`src/hw/rtl/csl_pkg.sv`:
```
// Shared definitions for the cursor sequence list: request and status codes,
// the control word format and the microprogram that drives the datapath.
// No dependencies.
`timescale 1ns / 1ps
`default_nettype none

package csl_pkg;

  localparam int CAPACITY_DEF   = 256;
  localparam int DATA_WIDTH_DEF = 32;

  localparam int OPCODE_W = 3;
  localparam int VALUE_W  = 32;
  localparam int STATUS_W = 2;

  localparam logic [OPCODE_W-1:0] OP_INSERT  = 3'd0;
  localparam logic [OPCODE_W-1:0] OP_REMOVE  = 3'd1;
  localparam logic [OPCODE_W-1:0] OP_ADVANCE = 3'd2;
  localparam logic [OPCODE_W-1:0] OP_RESTART = 3'd3;
  localparam logic [OPCODE_W-1:0] OP_READ    = 3'd4;
  localparam logic [OPCODE_W-1:0] OP_CLEAR   = 3'd5;

  localparam logic [STATUS_W-1:0] ST_OK   = 2'd0;
  localparam logic [STATUS_W-1:0] ST_END  = 2'd1;
  localparam logic [STATUS_W-1:0] ST_FULL = 2'd2;

  typedef logic [3:0] step_t;

  localparam step_t S_IDLE = 4'd0;
  localparam step_t S_INS0 = 4'd1;
  localparam step_t S_INS1 = 4'd2;
  localparam step_t S_INS2 = 4'd3;
  localparam step_t S_FULL = 4'd4;
  localparam step_t S_REM0 = 4'd5;
  localparam step_t S_REM1 = 4'd6;
  localparam step_t S_VAL  = 4'd7;
  localparam step_t S_ADV0 = 4'd8;
  localparam step_t S_ADV1 = 4'd9;
  localparam step_t S_RST  = 4'd10;
  localparam step_t S_CHK  = 4'd11;
  localparam step_t S_CLR  = 4'd12;
  localparam step_t S_OUT  = 4'd13;

  typedef enum logic [3:0] {
    U_NOP,
    U_WAIT,
    U_ALLOC,
    U_LINK_NEW,
    U_LINK_PREV,
    U_ST_FULL,
    U_UNLINK,
    U_LOAD_VAL,
    U_STEP,
    U_RESTART,
    U_CHK_END,
    U_CLEAR,
    U_EMIT
  } uop_t;

  typedef enum logic [2:0] {
    C_NEXT,
    C_ALWAYS,
    C_AT_END,
    C_FULL,
    C_DISPATCH,
    C_OUT_FREE
  } cond_t;

  typedef struct packed {
    uop_t  uop;
    cond_t cond;
    step_t target;
  } ctrl_t;

  typedef struct packed {
    logic at_end;
    logic full;
    logic out_free;
  } flags_t;

  function automatic ctrl_t ucode(input step_t step);
    ctrl_t w;
    case (step)
      S_IDLE:  w = '{U_WAIT,      C_DISPATCH, S_IDLE};
      S_INS0:  w = '{U_ALLOC,     C_FULL,     S_FULL};
      S_INS1:  w = '{U_LINK_NEW,  C_NEXT,     S_IDLE};
      S_INS2:  w = '{U_LINK_PREV, C_ALWAYS,   S_OUT};
      S_FULL:  w = '{U_ST_FULL,   C_ALWAYS,   S_OUT};
      S_REM0:  w = '{U_NOP,       C_AT_END,   S_CHK};
      S_REM1:  w = '{U_UNLINK,    C_ALWAYS,   S_VAL};
      S_VAL:   w = '{U_LOAD_VAL,  C_ALWAYS,   S_OUT};
      S_ADV0:  w = '{U_NOP,       C_AT_END,   S_CHK};
      S_ADV1:  w = '{U_STEP,      C_ALWAYS,   S_VAL};
      S_RST:   w = '{U_RESTART,   C_ALWAYS,   S_VAL};
      S_CHK:   w = '{U_CHK_END,   C_ALWAYS,   S_OUT};
      S_CLR:   w = '{U_CLEAR,     C_ALWAYS,   S_OUT};
      S_OUT:   w = '{U_EMIT,      C_OUT_FREE, S_IDLE};
      default: w = '{U_NOP,       C_ALWAYS,   S_IDLE};
    endcase
    return w;
  endfunction

  function automatic step_t dispatch(input logic [OPCODE_W-1:0] opcode);
    step_t s;
    case (opcode)
      OP_INSERT:  s = S_INS0;
      OP_REMOVE:  s = S_REM0;
      OP_ADVANCE: s = S_ADV0;
      OP_RESTART: s = S_RST;
      OP_READ:    s = S_CHK;
      OP_CLEAR:   s = S_CLR;
      default:    s = S_OUT;
    endcase
    return s;
  endfunction

endpackage

`default_nettype wire

```
`src/hw/rtl/csl_seq.sv`:
```
// Microcode sequencer: step counter, control store lookup and jump logic.
// Depends on csl_pkg.
`timescale 1ns / 1ps
`default_nettype none

module csl_seq (
  input  wire  logic                              clk,
  input  wire  logic                              rst,
  input  wire  logic                              in_valid,
  input  wire  logic [csl_pkg::OPCODE_W-1:0]      opcode,
  input  wire  csl_pkg::flags_t                   flags,
  output logic                                    ready,
  output csl_pkg::ctrl_t                          ctrl
);

  csl_pkg::step_t step;
  csl_pkg::step_t step_next;

  assign ctrl  = csl_pkg::ucode(step);
  assign ready = (ctrl.cond == csl_pkg::C_DISPATCH) && !rst;

  always_comb begin
    case (ctrl.cond)
      csl_pkg::C_NEXT:     step_next = step + 4'd1;
      csl_pkg::C_ALWAYS:   step_next = ctrl.target;
      csl_pkg::C_AT_END:   step_next = flags.at_end ? ctrl.target : step + 4'd1;
      csl_pkg::C_FULL:     step_next = flags.full ? ctrl.target : step + 4'd1;
      csl_pkg::C_DISPATCH: step_next = in_valid ? csl_pkg::dispatch(opcode) : step;
      csl_pkg::C_OUT_FREE: step_next = flags.out_free ? ctrl.target : step;
      default:             step_next = csl_pkg::S_IDLE;
    endcase
  end

  always_ff @(posedge clk) begin
    if (rst) begin
      step <= csl_pkg::S_IDLE;
    end else begin
      step <= step_next;
    end
  end

endmodule

`default_nettype wire

```
`config.mk`:
```
export PLATFORM = sky130hd
export DESIGN_NAME = csl_seq
export DESIGN_NICKNAME = d
export VERILOG_FILES = /design/src/hw/rtl/csl_pkg.sv /design/src/hw/rtl/csl_seq.sv
export SDC_FILE = /design/constraint.sdc
export NUM_CORES = 1
export LEC_CHECK = 0
export ABC_AREA = 1
export BUFFER_PORTS_ARGS = -buffer_cell sky130_fd_sc_hd__buf_2
export CAP_MARGIN = 10
export CORE_ASPECT_RATIO = 0.6
export CORE_MARGIN = 4
export CORE_UTILIZATION = 45
export CTS_CLUSTER_DIAMETER = 40
export CTS_CLUSTER_SIZE = 10
export DETAILED_ROUTE_END_ITERATION = 10
export GPL_ROUTABILITY_DRIVEN = 1
export PLACE_DENSITY = 0.67
export SLEW_MARGIN = 20
export SYNTH_ARGS = -nofsm -noshare
export SYNTH_HDL_FRONTEND = slang
export SYNTH_SLANG_ARGS = --single-unit
```
`constraint.sdc`:
```
create_clock -name clk -period 3.7 [get_ports clk]
set_input_delay 0.925 -clock clk [delete_from_list [all_inputs] [get_ports clk]]
set_output_delay 0.925 -clock clk [all_outputs]
set_load 0.02 [all_outputs]
```
# Yosys cells after proc, flatten, opt, wreduce, memory -nomap -nowiden
# Memory sizes are Yosys's and may differ from the RTL's. A register that Yosys moved wholly into a read port is not among the register bits.
# Index checks and enable logic that the tools add are counted.
# classes
n_addsub	1
eq_ne	12
muxes	8
reduce_logical	5
# op_table
op	count
$pmux 4 s6	2
$mux 4	6
$eq 3x2->1 const B	4
$eq 3x3->1 const B	4
$eq 3x1->1 const B	2
$logic_not 3->1	2
$add 4x1->4 const B	1
$ne 2x2->1 const B	2
$reduce_and 2->1	1
$logic_and 1x1->1	1
$logic_not 1->1	1
# word_totals
regBits	4
romBits	176
output_inout_bits	12
memories	1
# mem_list
memory	words	word_bits	rd	rd_ports_with_merged_regs	write_ports	line_no	text
(name not given)	16	11	1	1	0	csl_pkg.sv:83	case (step)

# Logic depth before layout (Yosys ltp)
# Gate-level depths: netlist of the first run.
# depth
depth_word	6
depth_mapped	16
mapped_depth_nobuf	16

# Least setup slack after synthesis of the first run
# OpenSTA, ideal clock, no wires.
# synth_timing
path_type	input to register
start	in flags[0] (netlist name)
end	reg ctrl[7] (netlist name)
setup_time_ps	113
arrival_time_ps	2239
required_time_ps	3587
setup_slack_ps	1347
path_stages	13
cell_sequence	nor2_2 nand3_1 nand2_2 inv_4 nand4_1 nand2_1 nor2_4 inv_1 ha_1 inv_1 nand4_2 nand3_1 nand2_1
# synth_between
elab_chain_len	4
# synth_lines
element	line_no	text
start: declaration	csl_seq.sv:11	input wire csl_pkg::flags_t flags,
$ne 2x2->1 (no source line)	--	
$reduce_and 2->1 (no source line)	--	
$mux 4 (no source line) (2 in series)	--	
# Every way passes these cells.
# A chain may end at the register's enable or synchronous reset.

# Worst setup path after layout of the first run
# layout_timing
start	in flags[0] (netlist name)
end	reg ctrl[3] (netlist name)
# layout_between
elab_chain_len	4
# layout_lines
element
$ne 2x2->1 (no source line)
$reduce_and 2->1 (no source line)
$mux 4 (no source line) (2 in series)
# Every way passes these cells.

==> results.cfg, run 1 <==
[layout]
num_antenna_cells = 0
final_common_cell = nand2_1
syn2layout_area_growth_pct = 14.5
final_cell_count_no_fill = 232
nets = 219
fin_util_pct = 57.1
drive_gt1_share_pct = 19.8
nFillCells = 227
multi_input_area_um2 = 709
final_cell_mix = 63 x nand2_1, 24 x nand3_1, 23 x inv_1
seq_area_um2 = 300

[place]
hpwl_um = 2400
gp_congestion = 0.949
port_buffers = 20
dp.cells = 228

[power]
p_per_area_nw_per_um2 = 973
power.leakage_nw = 0.737
ir_worst_vdd_uv = 446

[critical_path]
cp-start-kind = input pin
critical_path_class = input pin to flip-flop
r2r_setup_slack_ns = 1.44
r2r_start = step[0]
critical_path_required_ns = 3.84
crit_path_end_kind = flip-flop
worstRegToRegCells = 15
cp.arrival_ns = 2.60
crit_fanout = 9
r2r_end = ctrl[3]

[outcome]
outcome = completed

[floorplan]
die_w_um = 72.9
ios = 21
start_util_pct = 49.9
die_y_um = 46.9
placeableCoreArea_um2 = 2280
rows = 13
die_area_um2 = 3420

[route]
drt_first_pass_iters = 6
drt-total-wl_um = 2870
drtIter0Drc = 99
num_vias = 1177
wl_met3_um = 325
met1_length_um = 1510
drc = 0
met2_wirelength_um = 1020
viasPerCell = 5.07
wire_per_inst_um = 12.4
ant_nets = 0
highest_layer = met4

[synth]
ys_types = 26
yosysTopAreaCellShare_pct = 26.4
syn_inst = 180
yosysTopAreaCell = dfxtp_1
ys_warn_count = 0
synth_area_leaders = dfxtp_1 26%, nand2_1 21%, nand3_1 11%
syn-num-nets = 196
seq_area_frac_synth_pct = 26.4
syn_area_um2 = 1140
avgSynthCellArea_um2 = 6.31
synth_seq_cells = 15

[worst_hold_path]
holdCritStartpoint = step[1]
hold_end = ctrl[3]
hp-class = flip-flop to flip-flop
hold-path-cell-count = 6

[timing]
final_max_slew_viol_count = 0
rsz0062_at_grt = no
timing.final.crit_share_pct = 66.4
fmax_mhz = 407
hold_violations = 0
setup_viol = 0
clock_skew_ns = 0.00454
setup_tns_ns = 0
worstMarginPinSlew_ns = 0.410
fin_crit_ns = 2.46
slew_headroom_pct = 72.6

[cts]
cts_tree = yes
clk_pin_slew_ns = 0.06
cts_hold_buf = 0
post_cts_buffers = 0
cts-resized-gates = 0
clk-insertion-delay-late_ns = 0.25
numClockSinks = 15
clk_path_buf_depth = 2
cts_buffers = 3
clk_root_buffer_cell = clkbuf_8
htree_levels = 1

[global_route]
grt_overflow = 0
grt_pass1_vias = 972
antenna_found_initial = 0
grtUsageTotal_pct = 19.0
grt_max_degree = 12
grt_pass1_wl_um = 4770

[job]
cap_violations = 0
==> where the power goes <==
group          leakage, nW  switching [mW]  internal [mW]
combinational        0.587           0.562          0.266
sequential           0.125          0.0651          0.240
clock               0.0255          0.0578         0.0746
==> critical path, stage by stage <==
cell     delay, ns
buf_2         0.10
nor2_2        0.09
nand3_1       0.08
nand2_2       0.16
inv_4         0.08
nand4_1       0.09
nand2_1       0.12
nor2_4        0.16
inv_1         0.10
ha_1          0.24
inv_1         0.08
nand4_2       0.17
nand3_1       0.14
nand2_1       0.06
==> state kept, by name (all words and copies together), names as in the netlist <==
signal	flops
ctrl	11
step	4
==> metal layers <==
metal	track usage, %	up-vias
li1	-	613
met2	23.8	44
met5	0	-
met4	4.41	0
met1	30.7	518
met3	5.13	2
==> how the worst max path moves through the flow <==
stage              end      from  cells past startpoint
6_report       ctrl[3]  flags[0]                     14
5_1_grt        ctrl[2]  flags[0]                     14
4_1_cts        ctrl[3]  flags[0]                     14
3_5_place_dp   ctrl[3]  flags[0]                     14
3_3_place_gp   ctrl[3]  flags[0]                     14
2_1_floorplan  ctrl[7]  flags[0]                     13
==> Yosys cell counts, drive strengths merged <==
library cell,number
inv,27
nor2,14
dfxtp,15
buf,2
nand3,25
a21oi,2
o21ai,6
ha,7
xor2,2
nand2,66
clkinv,1
or2,2
nand3b,2
nand4,9
==> per-stage QoR <==
stage	hold WS, ns	setup WS, ns	power [mW]	area [um^2]
after floorplan	0.623	1.35	0.933	1140
after global placement	0.780	1.09	1.14	1250
after detailed placement	0.750	1.00	1.13	1250
after CTS	0.765	1.26	1.26	1300
after global routing	0.825	1.08	1.39	1300
final	0.774	1.24	1.27	1300
==> kinds of logic after synthesis <==
group | after synthesis | share of synthesized area (%)
simple gates | 118 | 49.0
xor+xnor | 2 | 1.54
compound gates | 8 | 4.18
buf+inv | 30 | 11.1
fa+ha+maj | 7 | 7.71
flops | 15 | 26.4
==> cell type report <==
type / count / share of cell area (%)
clock buffers: 3 / 3.17
clock inverters: 1 / 0.385
inverters: 28 / 8.27
multi-input cells: 135 / 54.5
flip-flops and latches: 15 / 23.1
well taps: 30 / 2.88
repair buffers: 20 / 7.69
Power figures use the tool's default switching activity.
==> run 2, diff against run 1 <==
--- a/config.mk
+++ b/config.mk
@@ -5,7 +5,7 @@
 export SDC_FILE = /design/constraint.sdc
 export NUM_CORES = 1
 export LEC_CHECK = 0
-export ABC_AREA = 1
+export ABC_AREA = 0
 export BUFFER_PORTS_ARGS = -buffer_cell sky130_fd_sc_hd__buf_2
 export CAP_MARGIN = 10
 export CORE_ASPECT_RATIO = 0.6
==> constraint.sdc (replaced) <==
create_clock -name clk -period 2.4 [get_ports clk]
set_input_delay 0.6 -clock clk [delete_from_list [all_inputs] [get_ports clk]]
set_output_delay 0.6 -clock clk [all_outputs]
set_load 0.02 [all_outputs]
==> run 2 against run 1 <==
  * Total power grew 57%
  * Utilization grew 8.4 points
  * Routed wire length grew 0.70%
  * Cell count shrank 19%
  * Non-clock buffer count grew 25
  * Register-to-register slack lost 1.4 ns
  * Setup slack lost 1.2 ns
  * Global-route usage shrank 0.24 points
  * Via count shrank 12%
==> results.cfg, run 2 <==
[synth]
yosysTopAreaCellShare_pct = 29.0
seq_area_frac_synth_pct = 29.0
syn_area_um2 = 1040
ys_types = 45
avgSynthCellArea_um2 = 9.26
synth_area_leaders = dfxtp_1 29%, ha_1 8.4%, mux2i_1 4.8%
synthTopCellsByCount = 15 x dfxtp_1, 9 x nand2_1, 8 x inv_1, 7 x ha_1, 6 x a21oi_1
synth_ff_type = dfxtp_1
async_flop_share_pct = 0
synth-edff-count = 0
ys_warn_count = 0
yosysMostFrequentCell = dfxtp_1
syn_inst = 112
synth_seq_cells = 15
syn-num-nets = 128
yosysTopAreaCell = dfxtp_1

[place]
hpwl_um = 2240
gp_congestion = 0.866
port_buffers = 20
placed_area_um2 = 1340

[floorplan]
placeableCoreArea_um2 = 2180
die_y_um = 45.2
die_area_um2 = 3160
ios = 21
die_w_um = 70.0
rows = 13
start_util_pct = 47.6

[route]
ant_nets = 0
drt-total-wl_um = 2890
drt_first_pass_iters = 4
wire_per_inst_um = 15.4
drc = 0
drtIter0Drc = 56
num_vias = 1035
viasPerCell = 5.51

[layout]
num_antenna_cells = 0
drive_gt1_share_pct = 42.4
nets = 175
final_common_cell = buf_4
largest_reg_flops = 11
final_cell_mix = 25 x buf_4, 20 x buf_2, 12 x dfxtp_1
fin_area_um2 = 1430
syn2layout_area_growth_pct = 37.8

[timing]
final_max_slew_viol_count = 0
timing.final.crit_share_pct = 96.3
worstMarginPinSlew_ns = 0.379
fin_crit_ns = 2.31
hold_violations = 0
slew_headroom_pct = 74.5
fmax_mhz = 433
setup_viol = 0
clock_skew_ns = 0.000822
setup_tns_ns = 0

[cts]
htree_levels = 1
cts_buffers = 3
clk_path_buf_depth = 2
cts_tree = yes
clk_pin_slew_ns = 0.06
numClockSinks = 15
cts_hold_buf = 0
clk-insertion-delay-late_ns = 0.25
clk_root_buffer_cell = clkbuf_8

[power]
p_per_area_nw_per_um2 = 1390
pwr-share-comb_pct = 67.1
power.sequential.fraction_pct = 22.3
internal_power_mw = 1.15
finalPower_mw = 1.98
power.leakage_nw = 0.693
ir_worst_vdd_uv = 704
clkPwrFrac_pct = 10.5
netSwitchingPower_uw = 835
sw_frac_of_total_pct = 42.1

[job]
cap_violations = 0

[critical_path]
crit_fanout = 9
crit_path_end_kind = flip-flop
cp-start-kind = flip-flop
critical_path_required_ns = 2.53
cp.arrival_ns = 2.44
critical_path_class = flip-flop to flip-flop

[outcome]
outcome = completed

[global_route]
grtUsageTotal_pct = 18.8
grt_max_degree = 10
grt_pass1_vias = 892
grt_pass1_wl_um = 4530
antenna_found_initial = 0
grt_overflow = 0

[worst_hold_path]
hp-class = input pin to flip-flop
[run 2: layer usage]
metal  up-vias  global-route usage, %  part of all wire [%]
met4         0                   4.58                  0.97
li1        503                      -                     -
met2        18                   30.2                    46
met5         -                      0                     0
met3         4                   4.00                   4.2
met1       510                   26.1                    49
[run 2: timing repair]
| item | in CTS | in global routing |
|---|---|---|
| pin swaps | 0 | 2 |
| buffers inserted | 0 | 2 |
| endpoints found under the setup margin | 2 | 7 |
| resized for setup | 1 | 7 |
[run 2: through the flow]
| step | utilization [%] | setup slack (ns) | cells | hold WS [ns] |
|---|---|---|---|---|
| after floorplan | - | 0.0135 | 112 | 0.676 |
| final | 65.6 | 0.0889 | 188 | 0.709 |
| after CTS | 63.6 | 0.0415 | 186 | 0.702 |
| after global routing | 65.6 | -0.0210 | 188 | 0.707 |
| after global placement | 61.3 | -0.110 | 182 | 0.763 |
| after detailed placement | 61.3 | -0.115 | 182 | 0.772 |
[run 2: logic make-up after synthesis]
| kind of cell | count (synthesis) | synth area share [%] |
|---|---|---|
| simple gates | 40 | 24.5 |
| compound gates | 29 | 21.5 |
| fa+ha+maj | 7 | 8.44 |
| mux | 9 | 11.3 |
| buf+inv | 11 | 4.46 |
| xor+xnor | 1 | 0.845 |
| flops | 15 | 29.0 |
[run 2: critical path, cell delays in order (launching register included)]
cell,delay (ns)
dfxtp_4,0.37
or3b_4,0.44
nor3_4,0.20
o21ai_0,0.10
nand3_1,0.17
nand2b_4,0.09
ha_1,0.34
mux4_2,0.46
[run 2: final timing paths]
path	from	to	slack, ns	depth (start not counted)
hold / removal	rst	step[2]	0.71	2
hold reg to reg	step[0]	step[0]	0.76	4
setup reg to reg	ctrl[5]	ctrl[8]	0.09	7
setup / recovery	ctrl[5]	ctrl[8]	0.09	7
[run 2: power groups by stage]
stage          clock network, mW  registers, mW  logic (mW)
6_report                   0.209          0.442        1.33
5_1_grt                    0.224          0.456        1.44
4_1_cts                    0.208          0.430        1.26
3_5_place_dp                   0          0.434        1.24
3_3_place_gp                   0          0.428        1.22
2_1_floorplan                  0          0.498       0.707
[run 2: layout make-up]
| class | count | area (um^2) |
|---|---|---|
| Fill cell | 184 | 751 |
| Clock buffer | 4 | 45.0 |
| Inverter | 8 | 30.0 |
| Sequential cell | 15 | 309 |
| Timing Repair Buffer | 45 | 288 |
| Multi-Input combinational cell | 86 | 719 |
| Tap cell | 30 | 37.5 |
